`config.mk`:
```
export PLATFORM = sky130hd
export DESIGN_NAME = evd_ctrl
export DESIGN_NICKNAME = d
export VERILOG_FILES = /design/src/rtl/evd_pkg.sv /design/src/rtl/evd_ctrl.sv
export SDC_FILE = /design/constraint.sdc
export NUM_CORES = 1
export LEC_CHECK = 0
export BUFFER_PORTS_ARGS = -buffer_cell sky130_fd_sc_hd__buf_2
export CAP_MARGIN = 25
export CORE_ASPECT_RATIO = 1.2
export CORE_MARGIN = 2
export CORE_UTILIZATION = 46
export CTS_CLUSTER_SIZE = 24
export DETAILED_ROUTE_END_ITERATION = 12
export PLACE_DENSITY = 0.85
export SYNTH_ARGS = -nofsm -noshare
export SYNTH_HDL_FRONTEND = slang
export SYNTH_SLANG_ARGS = --single-unit
```
`constraint.sdc`:
```
create_clock -name clk -period 2.04 [get_ports clk]
set_input_delay 0.204 -clock clk [delete_from_list [all_inputs] [get_ports clk]]
set_output_delay 0.204 -clock clk [all_outputs]
set_load 0.01 [all_outputs]
```
`src/rtl/evd_pkg.sv`:
```
package evd_pkg;

  localparam int ElemW   = 16;
  localparam int DotW    = 42;
  localparam int NormW   = 42;
  localparam int DiffW   = 44;
  localparam int DistW   = 23;
  localparam int SqInW   = 64;
  localparam int SqRootW = 32;
  localparam int SqRemW  = 35;
  localparam int RootW   = 31;
  localparam int DivW    = 2 * RootW;
  localparam int QW      = 18;
  localparam int SqSteps  = SqInW / 2;
  localparam int DivSteps = DotW + 36;
  localparam int CntW     = 7;

  localparam logic MODE_COSINE = 1'b0;
  localparam logic MODE_EUCLID = 1'b1;

  localparam logic [DistW-1:0] OneQ16 = DistW'(65536);

  typedef enum logic [3:0] {
    ST_ACC,
    ST_START,
    ST_SQA,
    ST_LDB,
    ST_SQB,
    ST_MUL,
    ST_DIVL,
    ST_DIV,
    ST_SQE,
    ST_DONE
  } evd_state_t;

  typedef enum logic [1:0] {
    SQ_TRACK,
    SQ_DET,
    SQ_DIFF
  } evd_sq_src_t;

  typedef enum logic [1:0] {
    RES_ONE,
    RES_EUC,
    RES_COS
  } evd_res_t;

  typedef struct packed {
    logic        acc_en;
    logic        clear;
    logic        sq_load;
    evd_sq_src_t sq_src;
    logic        sq_step;
    logic        ra_store;
    logic        rb_store;
    logic        mul_en;
    logic        div_load;
    logic        div_step;
    logic        res_load;
    evd_res_t    res_sel;
  } evd_cmd_t;

  typedef struct packed {
    logic euclid;
    logic norm_zero;
    logic out_busy;
  } evd_stat_t;

endpackage

```
`src/rtl/evd_ctrl.sv`:
```
module evd_ctrl import evd_pkg::*; (
  input  logic      clk,
  input  logic      rst_n,
  input  logic      in_valid,
  input  logic      in_last_element,
  input  evd_stat_t stat,
  output logic      in_stall,
  output evd_cmd_t  cmd
);

  evd_state_t state_r, state_nxt;
  logic [CntW-1:0] cnt_r, cnt_nxt;
  logic sq_last, div_last;

  assign sq_last  = (cnt_r == CntW'(SqSteps - 1));
  assign div_last = (cnt_r == CntW'(DivSteps - 1));

  always_ff @(posedge clk) begin
    if (!rst_n) begin
      state_r <= ST_ACC;
      cnt_r   <= '0;
    end else begin
      state_r <= state_nxt;
      cnt_r   <= cnt_nxt;
    end
  end

  always_comb begin
    state_nxt = state_r;
    cnt_nxt   = cnt_r + CntW'(1);
    unique case (state_r)
      ST_ACC: begin
        cnt_nxt = '0;
        if (in_valid && in_last_element) state_nxt = ST_START;
      end
      ST_START: begin
        cnt_nxt = '0;
        if (stat.euclid == MODE_EUCLID) state_nxt = ST_SQE;
        else if (stat.norm_zero) state_nxt = ST_DONE;
        else state_nxt = ST_SQA;
      end
      ST_SQA: begin
        if (sq_last) begin
          state_nxt = ST_LDB;
          cnt_nxt   = '0;
        end
      end
      ST_LDB: begin
        state_nxt = ST_SQB;
        cnt_nxt   = '0;
      end
      ST_SQB: begin
        if (sq_last) begin
          state_nxt = ST_MUL;
          cnt_nxt   = '0;
        end
      end
      ST_MUL: begin
        state_nxt = ST_DIVL;
        cnt_nxt   = '0;
      end
      ST_DIVL: begin
        state_nxt = ST_DIV;
        cnt_nxt   = '0;
      end
      ST_DIV: begin
        if (div_last) begin
          state_nxt = ST_DONE;
          cnt_nxt   = '0;
        end
      end
      ST_SQE: begin
        if (sq_last) begin
          state_nxt = ST_DONE;
          cnt_nxt   = '0;
        end
      end
      ST_DONE: begin
        cnt_nxt = '0;
        if (!stat.out_busy) state_nxt = ST_ACC;
      end
      default: begin
        state_nxt = ST_ACC;
        cnt_nxt   = '0;
      end
    endcase
  end

  always_comb begin
    cmd      = '0;
    in_stall = 1'b1;
    unique case (state_r)
      ST_ACC: begin
        in_stall   = 1'b0;
        cmd.acc_en = in_valid;
      end
      ST_START: begin
        cmd.sq_load = 1'b1;
        cmd.sq_src  = (stat.euclid == MODE_EUCLID) ? SQ_DIFF : SQ_TRACK;
      end
      ST_SQA: begin
        cmd.sq_step  = 1'b1;
        cmd.ra_store = sq_last;
      end
      ST_LDB: begin
        cmd.sq_load = 1'b1;
        cmd.sq_src  = SQ_DET;
      end
      ST_SQB: begin
        cmd.sq_step  = 1'b1;
        cmd.rb_store = sq_last;
      end
      ST_MUL:  cmd.mul_en   = 1'b1;
      ST_DIVL: cmd.div_load = 1'b1;
      ST_DIV:  cmd.div_step = 1'b1;
      ST_SQE:  cmd.sq_step  = 1'b1;
      ST_DONE: begin
        if (stat.euclid == MODE_EUCLID) cmd.res_sel = RES_EUC;
        else if (stat.norm_zero) cmd.res_sel = RES_ONE;
        else cmd.res_sel = RES_COS;
        cmd.res_load = !stat.out_busy;
        cmd.clear    = !stat.out_busy;
      end
      default: cmd = '0;
    endcase
  end

`ifndef ASSERT_OFF
  assert property (@(posedge clk) disable iff (!rst_n)
    (in_valid && !in_stall && in_last_element) |=> in_stall)
    else $error("word accepted after last element");
  assert property (@(posedge clk) disable iff (!rst_n)
    cmd.res_load |=> !in_stall)
    else $error("input not reopened after result");
`endif

endmodule

```
==> Yosys cells after proc, flatten, opt, wreduce, memory -nomap -nowiden <==
Index checks and enable logic that the tools add are counted.
{ "totals": {"memories": 0, "in_bits": 7, "latch_bits": 0, "wordCells": 51, "output_inout_bits": 15, "rom_bits": 0, "ramBits": 0, "regBits": 11} }
{ "classes": {"mul": 0, "reduce_logical": 5, "eq_ne": 17, "n_shift": 0, "n_bitwise": 0, "n_lt_le_gt_ge": 0, "addsub": 1, "div_mod_pow": 0, "muxes": 26} }
{ "op_table": {"columns": ["operator", "count"], "rows": [
  ["4-bit case mux with 10 select lines", 1],
  ["4-bit 2-to-1 mux", 8],
  ["4-bit by 3-bit == test with 1-bit output (second input constant)", 4],
  ["7-bit 2-to-1 mux", 2],
  ["7-bit case mux with 2 select lines", 1],
  ["2-bit != test (second input constant)", 6],
  ["1-bit 2-to-1 mux", 9],
  ["4-bit by 2-bit == test with 1-bit output (second input constant)", 2],
  ["4-bit == test (second input constant)", 2],
  ["7-bit by 1-bit adder with 7-bit output (second input constant)", 1],
  ["7-bit by 5-bit == test with 1-bit output (second input constant)", 1],
  ["7-bit == test (second input constant)", 1],
  ["2-bit 2-to-1 mux", 3],
  ["3-bit case mux with 2 select lines", 1],
  ["6-bit AND reduction", 1],
  ["4-bit by 1-bit == test with 1-bit output (second input constant)", 1],
  ["4-bit logical NOT", 1],
  ["3-bit 2-to-1 mux", 1],
  ["3-bit OR reduction", 1],
  ["1-bit logical AND", 1],
  ["1-bit logical NOT", 1]
]} }

==> Logic depth before layout (Yosys ltp) <==
Gate-level depths: netlist of the first run.
{ "logic_depth": {"depth_word": 3, "depth_mapped": 6, "depth_no_buf": 6} }

==> Worst setup path before layout of the first run <==
Ideal clock, no wire load.
{ "synth_path": {"kind": "register to register", "from": "reg cnt_r[0]", "to": "reg state_r[3]", "synth_period_minus_slack_ns": 1.704, "setup_ns": 0.116, "required_ns": 1.924, "slack_ns": 0.336, "t_arrival_ns": 1.588, "stages_incl_launch_ff": 7, "path_buffers": 0, "cell_sequence": "dfxtp_1 > ha_1 > nand4_1 > or3_4 > a211oi_4 > o311ai_1 > o211a_1"} }
{ "synth_between": {"elab_chain_len": 3, "elab_cells_between_ends": 7, "cone_classes": "eq/ne: 6; reduce/logical: 1"} }
{ "synth_rtl": {"columns": ["element", "line_no", "text"], "rows": [
  ["start, declared", "evd_ctrl.sv:12", "logic [CntW-1:0] cnt_r, cnt_nxt;"],
  ["start signal, assigned", "evd_ctrl.sv:24", "cnt_r <= cnt_nxt;"],
  ["7-bit == test or 7-bit by 5-bit == test with 1-bit output (tied branches)", "evd_ctrl.sv:16, evd_ctrl.sv:15", null],
  ["2-bit != test (no line)", null, null],
  ["6-bit AND reduction (no line) (*)", null, null],
  ["end signal, assigned", "evd_ctrl.sv:23", "state_r <= state_nxt;"],
  ["end, declared", "evd_ctrl.sv:11", "evd_state_t state_r, state_nxt;"]
]} }
Every way passes the cells marked *; elsewhere a longest branch is shown, timed or not.
A chain may end at the register's enable or synchronous reset.

==> results of run 1 <==
-- cells by family (layout without fill, tap and decap cells) --
| family | after synthesis | after routing | share of synthesized area |
|---|---|---|---|
| simple gates | 48 | 48 | 0.348 |
| compound gates | 18 | 18 | 0.194 |
| flops | 11 | 11 | 0.300 |
| buf+inv | 11 | 32 | 0.0647 |
| xor+xnor | 5 | 5 | 0.0596 |
| fa+ha+maj | 2 | 2 | 0.0341 |
-- path summary, 6_finish.rpt --
| check | from | to | cells after the start | slack [ns] |
|---|---|---|---|---|
| min | rst_n | state_r[3] | 2 | 0.21 |
| max reg2reg | cnt_r[1] | state_r[3] | 6 | 0.25 |
| max | cnt_r[1] | cmd[7] | 5 | 0.15 |
| min reg2reg | cnt_r[0] | cnt_r[0] | 1 | 0.44 |
-- metrics by stage --
step                      instance area, um^2  setup WS, ns  std cells  hold slack (ns)  power, uW
after floorplan                           734         0.336         95            0.322        632
after global placement                    843         0.283        129            0.445        721
after detailed placement                  843         0.220        129            0.457        735
after CTS                                 870        0.0910        133            0.207        889
after global routing                      876        0.0493        133            0.211        954
final                                     876         0.153        133            0.213        883
-- layout by cell type, fill, tap and decap left out, drive strengths merged, types with 2 or more instances in the layout --
cell type / n
buf: 22
nor2: 17
dfxtp: 11
nand2: 7
inv: 6
nand2b: 4
nor3: 4
a21oi: 4
clkbuf: 4
nor4: 3
o21ai: 3
xnor2: 3
and3: 2
o21a: 2
and2: 2
nand3: 2
xor2: 2
a211oi: 2
ha: 2
-- state kept, by name, summed over array words and instances (netlist names) --
signal	cells
cnt_r	7
state_r	4
-- report_power, final --
group          internal, uW  total [uW]  switching, uW
logic                   194         407            213
registers               247         331           83.3
clock network          75.8         145           69.6
-- layout make-up --
type / count / share of cell area
repair buffers: 22 / 0.129
well taps: 17 / 0.0243
flip-flops and latches: 11 / 0.256
inverters: 6 / 0.0257
multi-input cells: 73 / 0.536
clock buffers: 4 / 0.0300
-- metal layers --
layer	global-route usage	part of all wire	up-vias
met3	0.0140	0.056	2
li1	-	-	378
met5	0	0	-
met4	0.100	0.021	0
met2	0.327	0.47	22
met1	0.185	0.45	315
==> flow_metrics.env, run 1 <==
export IMPL_num_fill_cells=141
export IMPL_yosysSeqAreaShare=0.300
export IMPL_cp_top_family="simple AND/OR/NAND/NOR gates"
export IMPL_crit_chain="ha_2 > nand4_1 > or3_4 > nor4_1 > buf_2"
export IMPL_grt_pass1_wl_um=2270
export IMPL_diodes=0
export IMPL_crit_arrival_ns=1.68
export IMPL_antenna_found_initial=0
export IMPL_synth_fp_nets=104
export IMPL_ant_nets=0
export IMPL_clockRootBuffer="clkbuf_4"
export IMPL_numPortBuffers=21
export IMPL_synth_top_area_frac=0.300
export IMPL_path_max_fanout=4
export IMPL_ios=22
export IMPL_yosysTopAreaCell="dfxtp_1"
export IMPL_area_growth_pct=19.3
export IMPL_ys_types=35
export IMPL_min_path_type="in2reg"
export IMPL_avgRoutedWirePerCell_um=11.4
export IMPL_grt_max_degree=18
export IMPL_crit_buf_inv=1
export IMPL_setup_viol=0
export IMPL_fin_tns_setup_ns=0
export IMPL_row_count=15
export IMPL_postSynthCellCount=95
export IMPL_cts_buffers_inserted=3
export IMPL_vias_per_cell=5.39
export IMPL_core_area_um2=1460
export IMPL_grt_pass1_vias=581
export IMPL_outcome="finished, final reports clean"
export IMPL_cts_htree_levels=1
export IMPL_overflow=0
export IMPL_fin_crit_sh=0.925
export IMPL_finalNetCount=126
export IMPL_drive_above_1_share=0.302
export IMPL_fp_dieH_um=47.8
export IMPL_cts_tree="done"
export IMPL_cts_resized=0
export IMPL_p_per_area_nw_per_um2=1010
export IMPL_cts_setup_buffers=0
export IMPL_vias=717
export IMPL_finalHoldViolCount=0
export IMPL_ys_seq_elements=11
export IMPL_cts_sinks=11
export IMPL_drc=0
export IMPL_die_area_um2=1930
export IMPL_regArea_um2=224
export IMPL_synthTopCellsByCount="17 x nor2_1, 11 x dfxtp_1, 7 x nand2_1"
export IMPL_synth_edf_count=0
export IMPL_synth_area_per_cell_um2=7.73
export IMPL_vdd_drop_max_v=0.000666
export IMPL_drtIter0Drc=5
export IMPL_fin_crit_ns=1.89
export IMPL_cts_hold_buf=0
export IMPL_finClkSkew_ns=0.00196
export IMPL_yosysMostFrequentCell="nor2_1"
export IMPL_maxSlewHeadroom=0.705
export IMPL_ys_async_sr_fraction=0
export IMPL_initial_utilization=0.502
export IMPL_crit_path_max_incr_delay_ns=0.38
export IMPL_track_usage=0.175
export IMPL_cp_required_ns=1.84
export IMPL_p_leak_uw=0.000384
export IMPL_fmax_ghz=0.530
export IMPL_synth_area_um2=734
export IMPL_yosys_top_cells_area="dfxtp_1 30%, nor2_1 8.7%, nand2_1 3.6%, xnor2_1 3.6%, ha_1 3.4%"
export IMPL_die_w_um=40.5
export IMPL_drt_pass1_iterations=4
export IMPL_critPathLaunchType="register"
export IMPL_clk_latency_ns=0.27
export IMPL_critPathKind="reg2out"
export IMPL_clock_path_buffers=2
export IMPL_rsz0062_at_grt="false"
export IMPL_cts_clk_slew_worst_paths_ns=0.06
export IMPL_ys_flop_type="dfxtp_1"
export IMPL_crit_slowest_cell="or3_4"
export IMPL_finish_utilization=0.598
export IMPL_routed_wl_um=1520
export IMPL_ys_warnings_count=0
export IMPL_multi_input_area_um2=469
export IMPL_routabilityCongestion=0.711
export IMPL_tightest_slew_ns=0.438
export IMPL_critPathCaptureType="output port"
export IMPL_drv_cap=0
export IMPL_slew_violations=0
export IMPL_dp_hpwl_um=1150
No activity file was read; power rests on OpenSTA's default activity.
==> run 2, diff against run 1 <==
--- a/config.mk
+++ b/config.mk
@@ -8,7 +8,6 @@
 export BUFFER_PORTS_ARGS = -buffer_cell sky130_fd_sc_hd__buf_2
 export CAP_MARGIN = 25
 export CORE_ASPECT_RATIO = 1.2
-export CORE_MARGIN = 2
 export CORE_UTILIZATION = 46
 export CTS_CLUSTER_SIZE = 24
 export DETAILED_ROUTE_END_ITERATION = 12
==> run 2 against run 1 <==
Compared with the run above: core utilization is 0.085 points higher; power is 1.7% higher; design area is 0.14% higher; non-clock buffer count stayed put; critical path type unchanged.
==> flow_metrics.env, run 2 (synthesized netlist as in run 1, its figures left out) <==
export IMPL_num_fill_cells=142
export IMPL_outcome="finished, final reports clean"
export IMPL_antenna_found_initial=0
export IMPL_drt_pass1_iterations=4
export IMPL_clk_latency_ns=0.27
export IMPL_stdcell_area_um2=877
export IMPL_critPathKind="reg2out"
export IMPL_crit_slowest_cell="dfxtp_1"
export IMPL_drtIter0Drc=14
export IMPL_overflow=0
export IMPL_cts_tree="done"
export IMPL_finalNetCount=126
export IMPL_drc=0
export IMPL_layout_commonest_cell="buf_2"
export IMPL_p_int_uw=525
export IMPL_vias_per_cell=5.44
export IMPL_row_count=15
export IMPL_layout_common_cells="21 x buf_2, 17 x nor2_1, 10 x dfxtp_1, 7 x nand2_1, 6 x inv_1"
export IMPL_initial_utilization=0.502
export IMPL_ant_nets=0
export IMPL_finish_utilization=0.599
export IMPL_slew_violations=0
export IMPL_diodes=0
export IMPL_min_path_type="in2reg"
export IMPL_drive_above_1_share=0.284
export IMPL_regMostFlops="cnt_r"
export IMPL_routed_wl_um=1550
export IMPL_clock_path_buffers=2
export IMPL_crit_path_max_incr_delay_ns=0.38
export IMPL_dp_hpwl_um=1110
export IMPL_vdd_drop_max_v=0.000524
export IMPL_critPathCaptureType="output port"
export IMPL_fin_crit_ns=1.96
export IMPL_largest_register_ffs=7
export IMPL_final_cells=133
export IMPL_critPathLaunchType="register"
export IMPL_tightest_slew_ns=0.470
export IMPL_place_area_um2=843
export IMPL_routabilityCongestion=0.754
export IMPL_maxSlewHeadroom=0.687
export IMPL_placed_cells=129
export IMPL_cts_clk_slew_worst_paths_ns=0.06
export IMPL_setup_viol=0
export IMPL_pwr_share_comb=0.485
export IMPL_track_usage=0.182
export IMPL_finClkSkew_ns=0.00176
export IMPL_sw_frac_of_total=0.416
export IMPL_cp_required_ns=1.84
export IMPL_avgRoutedWirePerCell_um=11.7
export IMPL_core_area_um2=1460
export IMPL_crit_arrival_ns=1.75
export IMPL_die_w_um=38.5
export IMPL_crit_chain="ha_1 > nand4_1 > or3_4 > nor4_2 > buf_2"
export IMPL_reg_top3="cnt_r: 7 flops, state_r: 4 flops"
export IMPL_path_max_fanout=4
export IMPL_fmax_ghz=0.511
export IMPL_area_growth_pct=19.4
export IMPL_grt_max_degree=16
export IMPL_finalHoldViolCount=0
export IMPL_numPortBuffers=21
export IMPL_p_leak_uw=0.000386
export IMPL_fin_crit_sh=0.959
export IMPL_fin_tns_setup_ns=0
export IMPL_ios=22
export IMPL_p_per_area_nw_per_um2=1020
export IMPL_grt_pass1_wl_um=2280
export IMPL_cts_htree_levels=1
export IMPL_die_area_um2=1760
export IMPL_drv_cap=0
export IMPL_grt_pass1_vias=589
export IMPL_seqPwrFrac=0.353
export IMPL_power_switching_uw=373
export IMPL_clockPowerShare=0.162
export IMPL_clockRootBuffer="clkbuf_4"
export IMPL_fp_dieH_um=45.8
export IMPL_cts_buffers_inserted=3
export IMPL_vias=724
export IMPL_cts_sinks=11
-- run 2: layout make-up --
type,instances,area (um^2),share of cell area
multi-input combinational,73,473,0.539
sequential,11,221,0.252
timing repair buffer,22,113,0.128
clock buffer,4,26.3,0.0300
inverter,6,22.5,0.0257
tap,17,21.3,0.0243
-- run 2: power by group through the flow --
stage / combinational, uW / clock (uW) / sequential [uW]
global placement: 417 / 0 / 317
floorplan: 359 / 0 / 274
detailed placement: 427 / 0 / 320
global route: 475 / 165 / 325
CTS: 430 / 153 / 314
finish: 436 / 146 / 317
-- run 2: metrics by stage --
stage | hold slack [ns] | worst slack (ns) | power (uW)
after detailed placement | 0.461 | 0.227 | 747
after global placement | 0.445 | 0.282 | 734
after CTS | 0.213 | 0.0406 | 897
after floorplan | 0.322 | 0.336 | 632
final | 0.225 | 0.0844 | 898
after global routing | 0.221 | -0.0200 | 966
-- run 2: final timing paths --
kind | from | endpoint | slack (ns) | cells after the start
max reg2reg | cnt_r[0] | state_r[3] | 0.21 | 6
min | rst_n | state_r[2] | 0.22 | 2
max | cnt_r[0] | cmd[6] | 0.08 | 5
min reg2reg | cnt_r[0] | cnt_r[0] | 0.47 | 1
-- run 2: repair_timing --
action	4_1_cts	5_1_grt
endpoints found under the setup margin	0	1
setup buffers	0	0
gates resized for setup	0	2
endpoints found under the hold margin	0	0
hold buffers	0	0
-- run 2: layer usage --
layer  vias up  track usage  routed length (um)
met1       323        0.207                 661
met3         4       0.0147                  77
met2        23        0.325                 791
li1        374            -                   -
met4         0        0.103                  21
met5         -            0                   0
-- run 2: worst max-delay path, delay by kind of cell, from the launching register on --
family	cells	cell delay [ns]
flip-flops	1	0.38
buffers and inverters	1	0.19
adder cells (fa/ha/maj)	1	0.22
AND/OR/NAND/NOR	3	0.70
